--- src/hdl/hbd_pkg.sv ---
// package: sizes, codes and types of the prefix-code decoder
package hbd_pkg;

    localparam int TABLE_DEPTH     = 128;
    localparam int LENGTH_LIMIT    = 16;
    localparam int SHORTEST_LENGTH = 1;

    localparam int LONGEST_LENGTH  = LENGTH_LIMIT - 1;
    localparam int ACC_W           = LENGTH_LIMIT - 1;
    localparam int LEN_W           = $clog2(LENGTH_LIMIT);
    localparam int IDX_W           = $clog2(TABLE_DEPTH);
    localparam int SCAN_W          = $clog2(TABLE_DEPTH + 1);
    localparam int SYM_W           = 8;
    localparam int EIU_W           = 8;
    localparam int FUNC_W          = 2;
    localparam int ENTRY_W         = SYM_W + LEN_W + ACC_W;

    typedef enum logic [FUNC_W-1:0] {
        FUNC_LOAD    = 2'd0,
        FUNC_BIT     = 2'd1,
        FUNC_RESTART = 2'd2
    } t_func;

    typedef enum logic {
        ST_IDLE,
        ST_SCAN
    } t_state;

    typedef struct packed {
        logic [SYM_W-1:0] symbol;
        logic [LEN_W-1:0] length;
        logic [ACC_W-1:0] pattern;
    } t_entry;

endpackage

--- src/hdl/hbd_ram.sv ---
// generic single-port-write ram with registered read
module hbd_ram #(
    parameter int WIDTH = 8,
    parameter int DEPTH = 16
) (
    input  logic                     i_clk,
    input  logic                     i_we,
    input  logic [$clog2(DEPTH)-1:0] i_waddr,
    input  logic [WIDTH-1:0]         i_wdata,
    input  logic [$clog2(DEPTH)-1:0] i_raddr,
    output logic [WIDTH-1:0]         o_rdata
);

    logic [WIDTH-1:0] r_mem [DEPTH];
    logic [WIDTH-1:0] r_rdata;

    always_ff @(posedge i_clk) begin
        if (i_we) begin
            r_mem[i_waddr] <= i_wdata;
        end
        r_rdata <= r_mem[i_raddr];
    end

    assign o_rdata = r_rdata;

endmodule

--- src/hdl/huffman_bit_decoder.sv ---
// top level: table-driven prefix-code decoder
//
// Load, restart and unused commands leave busy low, as does a bit item taken
// while halted. Any other bit item raises busy while the code table memory
// is scanned in order, one entry read per cycle. With L = min(entries_in_use,
// 128) entries searched, busy stays high until an entry hits or all L entries
// miss. No entry is read when L is zero or when fewer bits than the shortest
// length are collected. The next item is taken once busy is low again. The
// result, if any, shows on o_symbol and o_status for the one cycle that
// o_strobe is high, which is the first cycle after busy falls; it must be
// taken then, there is no stall.
module huffman_bit_decoder
    import hbd_pkg::*;
(
    input  logic              i_clk,
    input  logic              i_rst_n,
    input  logic              start,
    output logic              busy,
    input  logic [FUNC_W-1:0] i_func,
    input  logic [IDX_W-1:0]  i_entry_index,
    input  logic [SYM_W-1:0]  i_entry_symbol,
    input  logic [LEN_W-1:0]  i_entry_length,
    input  logic [ACC_W-1:0]  i_entry_code,
    input  logic              i_code_bit,
    input  logic              i_cfg_we,
    input  logic [EIU_W-1:0]  i_cfg_wdata,
    output logic              o_strobe,
    output logic [SYM_W-1:0]  o_symbol,
    output logic              o_status
);

    t_state             r_state, n_state;
    logic [SCAN_W-1:0]  r_idx, n_idx;
    logic               r_pend, n_pend;
    logic               r_search, n_search;
    logic [ACC_W-1:0]   r_acc, n_acc;
    logic [LEN_W-1:0]   r_cnt, n_cnt;
    logic               r_halted, n_halted;
    logic [EIU_W-1:0]   r_eiu;
    logic               r_strobe, n_strobe;
    logic [SYM_W-1:0]   r_symbol, n_symbol;
    logic               r_status, n_status;

    logic               accept;
    logic               bit_go;
    logic [SCAN_W-1:0]  limit;
    logic               rd_en;
    logic               hit;
    logic               scan_end;
    logic               ram_we;
    t_entry             wr_entry;
    t_entry             rd_entry;
    logic [ENTRY_W-1:0] rd_word;

    assign accept   = start && !busy;
    assign bit_go   = accept && (t_func'(i_func) == FUNC_BIT) && !r_halted;
    assign limit    = (32'(r_eiu) < TABLE_DEPTH) ? SCAN_W'(r_eiu) : SCAN_W'(TABLE_DEPTH);
    assign rd_en    = (r_state == ST_SCAN) && r_search && (r_idx < limit);
    assign rd_entry = t_entry'(rd_word);
    assign hit      = r_pend && (rd_entry.length == r_cnt) && (rd_entry.pattern == r_acc);
    assign scan_end = !r_pend && !rd_en;
    assign ram_we   = accept && (t_func'(i_func) == FUNC_LOAD);

    always_comb begin
        wr_entry.symbol  = i_entry_symbol;
        wr_entry.length  = i_entry_length;
        wr_entry.pattern = i_entry_code;
    end

    hbd_ram #(
        .WIDTH (ENTRY_W),
        .DEPTH (TABLE_DEPTH)
    ) u_table (
        .i_clk   (i_clk),
        .i_we    (ram_we),
        .i_waddr (i_entry_index),
        .i_wdata (wr_entry),
        .i_raddr (r_idx[IDX_W-1:0]),
        .o_rdata (rd_word)
    );

    // next state
    always_comb begin
        n_state = r_state;
        unique case (r_state)
            ST_IDLE: begin
                if (bit_go) begin
                    n_state = ST_SCAN;
                end
            end
            ST_SCAN: begin
                if (hit || scan_end) begin
                    n_state = ST_IDLE;
                end
            end
        endcase
    end

    // datapath and outputs
    always_comb begin
        n_idx    = r_idx;
        n_pend   = 1'b0;
        n_search = r_search;
        n_acc    = r_acc;
        n_cnt    = r_cnt;
        n_halted = r_halted;
        n_strobe = 1'b0;
        n_symbol = r_symbol;
        n_status = r_status;
        unique case (r_state)
            ST_IDLE: begin
                if (accept) begin
                    priority case (t_func'(i_func))
                        FUNC_BIT: begin
                            if (!r_halted) begin
                                n_acc = (r_acc << 1) | ACC_W'(i_code_bit);
                                if (32'(r_cnt) < LONGEST_LENGTH) begin
                                    n_cnt = r_cnt + LEN_W'(1);
                                end
                                n_search = 32'(n_cnt) >= SHORTEST_LENGTH;
                                n_idx    = '0;
                            end
                        end
                        FUNC_RESTART: begin
                            n_acc    = '0;
                            n_cnt    = '0;
                            n_halted = 1'b0;
                        end
                        default: ;
                    endcase
                end
            end
            ST_SCAN: begin
                n_pend = rd_en;
                if (rd_en) begin
                    n_idx = r_idx + SCAN_W'(1);
                end
                if (hit) begin
                    n_strobe = 1'b1;
                    n_symbol = rd_entry.symbol;
                    n_status = 1'b0;
                    n_acc    = '0;
                    n_cnt    = '0;
                end else if (scan_end && (32'(r_cnt) >= LONGEST_LENGTH)) begin
                    n_strobe = 1'b1;
                    n_symbol = '0;
                    n_status = 1'b1;
                    n_acc    = '0;
                    n_cnt    = '0;
                    n_halted = 1'b1;
                end
            end
        endcase
    end

    always_ff @(posedge i_clk) begin
        if (!i_rst_n) begin
            r_state  <= ST_IDLE;
            r_pend   <= 1'b0;
            r_acc    <= '0;
            r_cnt    <= '0;
            r_halted <= 1'b0;
            r_eiu    <= '0;
            r_strobe <= 1'b0;
        end else begin
            r_state  <= n_state;
            r_pend   <= n_pend;
            r_acc    <= n_acc;
            r_cnt    <= n_cnt;
            r_halted <= n_halted;
            r_strobe <= n_strobe;
            if (i_cfg_we) begin
                r_eiu <= i_cfg_wdata;
            end
        end
    end

    always_ff @(posedge i_clk) begin
        r_idx    <= n_idx;
        r_search <= n_search;
        r_symbol <= n_symbol;
        r_status <= n_status;
    end

    assign busy     = (r_state != ST_IDLE);
    assign o_strobe = r_strobe;
    assign o_symbol = r_symbol;
    assign o_status = r_status;

endmodule

--- config.mk ---
export PLATFORM = sky130hd
export DESIGN_NAME = huffman_bit_decoder
export DESIGN_NICKNAME = d
export VERILOG_FILES = /design/src/hdl/hbd_pkg.sv /design/src/hdl/hbd_ram.sv /design/src/hdl/huffman_bit_decoder.sv
export SDC_FILE = /design/constraint.sdc
export NUM_CORES = 2
export LEC_CHECK = 0
export BUFFER_PORTS_ARGS = -buffer_cell sky130_fd_sc_hd__buf_4
export CAP_MARGIN = 15
export CORE_MARGIN = 4
export CORE_UTILIZATION = 25
export DETAILED_ROUTE_END_ITERATION = 12
export PLACE_DENSITY = 0.49
export SETUP_SLACK_MARGIN = 0.05
export SKIP_CTS_REPAIR_TIMING = 1
export SYNTH_ARGS = -nofsm -noshare
export SYNTH_HDL_FRONTEND = slang
export SYNTH_SLANG_ARGS = --single-unit
--- constraint.sdc ---
create_clock -name i_clk -period 8.1 [get_ports i_clk]
set_clock_uncertainty 0.05 [all_clocks]
set_input_delay 0.81 -clock i_clk [delete_from_list [all_inputs] [get_ports i_clk]]
set_output_delay 0.81 -clock i_clk [all_outputs]
set_load 0.05 [all_outputs]
Word-level counts from Yosys, hierarchy flattened
Memory sizes are Yosys's and may differ from the RTL's. A register that Yosys moved wholly into a read port is not among the register bits.
Cells that the tools add are included.
- bits in read-only memories: 0
- input port bits: 49
- memories: 1
- output and inout bits: 11
- register bits after elaboration: 49
- bits in latches: 0
- word-level logic and storage cells: 96
- RAM bits: 3456
- bitwise logic cells: 3
- multipliers: 0
- div/mod/pow operators: 0
- eq/ne operators: 14
- $lt $le $gt $ge: 5
- reductions and logical operators: 23
- $add $sub $neg: 2
- muxes and demuxes: 37
- shift operators: 0
- memory list (memory ; words ; width ; read ports ; clocked after Yosys merged registers in ; wr ports ; RTL line ; text):
    u_table.r_mem ; 128 ; 27 ; 1 ; 1 ; 1 ; hbd_ram.sv:14 ; logic [WIDTH-1:0] r_mem [DEPTH];
- operators by type and width (cell ; number):
    $mux 15 ; 4
    $pmux 15 s2 ; 2
    $mux 8 ; 7
    $mux 4 ; 9
    $pmux 4 s2 ; 2
    $pmux 8 s2 ; 1
    $reduce_and 4->1 ; 4
    $eq 15x15->1 ; 1
    $or 15x1->15 ; 1
    $logic_and 1x1->1 ; 10
    $mux 1 ; 10
    $add 8x1->8 const B ; 1
    $lt 8x8->1 ; 1
    $lt 8x8->1 const B ; 1
    $ne 2x2->1 const B ; 4
    $ne 2x1->1 const B ; 3
    $add 4x1->4 const B ; 1
    $eq 4x4->1 ; 1
    $ge 4x1->1 const B ; 1
    $ge 4x4->1 const B ; 1
    $logic_not 1->1 ; 4
    $lt 4x4->1 const B ; 1
    $pmux 1 s2 ; 2
    $reduce_and 2->1 ; 2
    9 further kinds ; 10

Depth between registers and ports, before layout
- depth in word-level cells: 10
- depth in mapped cells: 12
- depth with buffers taken out: 9

Cells and area by module
Synthesis repeated with hierarchy kept, for this count alone.
- cells, all modules: 5358
- area, all modules: 134666.7 um2
- by module, submodules not included (module ; cells an instance ; instances ; area an instance (um2) ; seq. area each (um2)):
    hbd_ram ; 5082 ; 1 ; 131986.6 ; 104320.1
    huffman_bit_decoder ; 276 ; 1 ; 2680.1 ; 1161.1

Least setup slack after synthesis
OpenSTA, ideal clock, no wires.
- path kind: input port to flip-flop
- start: input port start
- end: memory u_table.r_mem[80][0] (netlist bit), enable pin
- stages: 6
- arrival time: 4.279 ns
- setup time: 0.479 ns
- setup slack: 3.292 ns
- cells stage by stage: nand2b_1 clkbuf_1 nor3_1 and2_1 nand2_1 nor4_1
- word-level cells in the longest chain between the ends: 4
- RTL lines (item ; RTL line ; text):
    start: declaration ; huffman_bit_decoder.sv:17 ; input logic start,
    $logic_and 1x1->1 ; huffman_bit_decoder.sv:55 ; assign accept = start && !busy;
    $logic_and 1x1->1 ; huffman_bit_decoder.sv:62 ; assign ram_we = accept && (t_func'(i_func) == FUNC_LOAD);
    $mux 1 ; hbd_ram.sv:18 ; if (i_we) begin
    $mux 1 (implied by the code) ; hbd_ram.sv:19 ; r_mem[i_waddr] <= i_wdata;
    end: declaration ; hbd_ram.sv:14 ;
Every way passes these cells.

==> flow_summary.toml <==
[worst_setup_path]
startpoint_type = "register"
crit_type = "register to register"
worstPathMaxFanout = 78
crit_path_top_delay_cell = "buf_4"
slowest_delay_ns = 0.80
arrival_ns = 5.06
required_ns = 8.80
rr_worst_depth = 8
cp-end-kind = "register"
r2r_slack_ns = 3.74
worst_path_most_repeated_cell = "a211oi_1"
r2r_end = "u_table.o_rdata[11]"
r2r-start = "r_idx[0]"
cp_cell_sequence = "buf_12 -> buf_4 -> mux4_2 -> nor2b_1 -> a211oi_1 -> a211oi_1 -> a21oi_1 -> a22oi_1"

[global_routing]
track_usage_pct = 14.0
grt_pass1_vias = 65873
grt_max_degree = 114
grt_overflow_total = 0
antenna_found_initial = 49
grt_pass1_wl_microns = 553000

[clock_tree]
cts_tree = "done"
clkSinkCount = 3532
cts-root-buf = "clkbuf_16"
clock_tree.buffer_depth = 4
h-tree-depth = 5
clkTransAtPathRegs_ns = 0.06
cts_buffers = 382
clkLatencyLatePin_ns = 0.97

[placed_design]
placed_cell_area_sq_mm = 0.146
place_ws_ns = 3.51
portBuffers = 59
hpwl_microns = 236000
place_congestion = 0.837

[die]
die-area_sq_mm = 0.556
core_region_area_sq_mm = 0.541
io_pins = 60
die_y_microns = 745
num_rows = 270
start_util_pct = 25.1
die_x_microns = 745

[logic_synthesis]
synth_area_leaders = "edfxtp_1 (77%), mux4_2 (14%), mux2i_1 (1.8%), dfxtp_1 (0.85%), mux2_2 (0.59%)"
postSynthNetCount = 6080
syn-cell-area_sq_mm = 0.136
ys_seq_area_share_pct = 77.6
synth_edf_count = 3474
ys_warn_count = 0
yosysUniqueCellTypes = 63
synthArstFlopShare_pct = 0
post-synth-top-area-cell = "edfxtp_1"
syn_inst = 6021
ys_ff_latch = 3532
synth_ff_type = "edfxtp_1"
synth_top_area_share_pct = 76.7
synth_common_cells = "edfxtp_1 (3474), mux4_2 (871), mux2i_1 (248)"
yosysMostFrequentCell = "edfxtp_1"
avgSynthCellArea_sq_um = 22.6

[pwr]
p_leak_uw = 0.0478
ir_worst_vdd_uv = 159
powerDensity_mw_per_mm2 = 243

[drt]
first_iter_violations = 7716
drt_wl_total_microns = 403000
num_vias = 65239
dr.pass1.iters = 8
wl_per_cell_microns = 29.1
drc = 0
ant_nets = 0
viasPerCell = 4.71

[timing]
timing.final.crit_share_pct = 53.9
drv_slew = 0
finalHoldViolations = 0
setup_ws_ns = 3.74
tns_ns = 0
finalCriticalPeriod_ns = 4.36
max_freq_mhz = 229
slew-limit-headroom_pct = 17.7
rsz0062_at_grt = "no"
worstMarginPinSlew_ns = 1.23
setup_viol = 0

[final_layout]
final_area_sq_mm = 0.158
final_nets = 6379
drive_gt1_share_pct = 28.4
post-route-util_pct = 29.3
fill_cells = 52397
areaGrowthSynthToFinish_pct = 16.6

[hold_path]
min_path_cells = 3
hold_path.class = "input port to register"
hold_path_end = "r_eiu[3]"
hp-start = "i_cfg_wdata[3]"

[run]
cap_violations = 0

[status]
outcome = "complete, no violations"
report_power, final:
group	internal [uW]	switching, uW	total [uW]	leakage [uW]
clock	9800	7160	17000	0.00593
combinational	397	972	1370	0.0102
sequential	20100	27.4	20100	0.0317
total	30300	8160	38400	0.0478
per-stage QoR:
step                      power (uW)  cells  hold slack (ns)
after floorplan                21100   6021            0.409
final                          38400  13845           0.0844
after detailed placement       21900  13141            0.440
after global routing           39600  13834           0.0574
after CTS                      38800  13830           0.0188
after global placement         21900  13129            0.422
worst max path at each step:
stage / start / endpoint / slack (ns) / cells after the start
floorplan: start / u_table.r_mem[80][0] / 3.29 / 6
global placement: r_idx[0] / u_table.o_rdata[22] / 3.41 / 7
detailed placement: start / u_table.r_mem[28][6] / 3.51 / 5
CTS: r_idx[0] / u_table.o_rdata[11] / 3.69 / 8
global route: r_idx[0] / u_table.o_rdata[11] / 3.48 / 8
finish: r_idx[0] / u_table.o_rdata[11] / 3.74 / 8
logic make-up after synthesis:
| logic type | synth area share [%] |
|---|---|
| compound gates | 2.27 |
| xor+xnor | 0.161 |
| fa+ha+maj | 0.0920 |
| buf+inv | 1.51 |
| flops | 77.6 |
| mux | 16.8 |
| simple gates | 1.55 |
critical path, delay by kind of cell (launching register included):
family / cells / cell delay, ns
and+or+nand+nor: 1 / 0.16
buffers and inverters: 2 / 1.18
DFF: 1 / 0.42
AOI/OAI and AO/OA: 4 / 1.41
muxes: 1 / 0.61
layout make-up:
class	count	area (sq um)	share of cell area (%)
diodes	12	30.0	0.0189
repair buffers	250	2270	1.44
inverters	11	56.3	0.0355
flip-flops and latches	3532	105000	66.6
clock buffers	463	10200	6.41
clock inverters	226	1980	1.25
well taps	7208	9020	5.69
multi-input cells	2143	29500	18.6
sequential cells by signal, summed over array words and instances (netlist names), 4 cells and up:
signal	count
u_table.r_mem	3456
r_eiu	8
r_acc	15
r_cnt	4
r_idx	8
u_table.o_rdata	27
o_symbol	8
layer usage:
metal  track usage [%]  vias to the layer above  part of all wire, %
met5                 0                        -                0.024
met4              4.48                       16                  3.2
met3              2.46                      563                  6.9
met2              22.6                     2446                   47
met1              19.2                    35962                   42
li1                  -                    26252                    -
placed cells by master, fill, tap and decap left out, types with 10 or more instances in the layout:
master and n:
diode_2 12, clkbuf_16 392, xnor2_1 12, xor2_1 13, mux2i_1 248, a21oi_1 92
nor3_1 14, nand3_1 24, o211ai_1 15, clkinv_1 95, clkinvlp_4 13, nor2_1 48
nand2_1 111, mux2_2 71, mux4_2 871, a22oi_1 82, clkinv_2 69, buf_12 28
nor2_4 128, and2_1 18, o22ai_1 43, o21ai_0 60, a211oi_1 54, dfxtp_1 58
clkbuf_1 63, nor2b_1 49, a32oi_1 11, a221oi_1 16, bufinv_16 28, edfxtp_1 3474
buf_4 217, clkinv_8 11, ha_1 10, a31oi_1 37
Power figures use the tool's default switching activity.
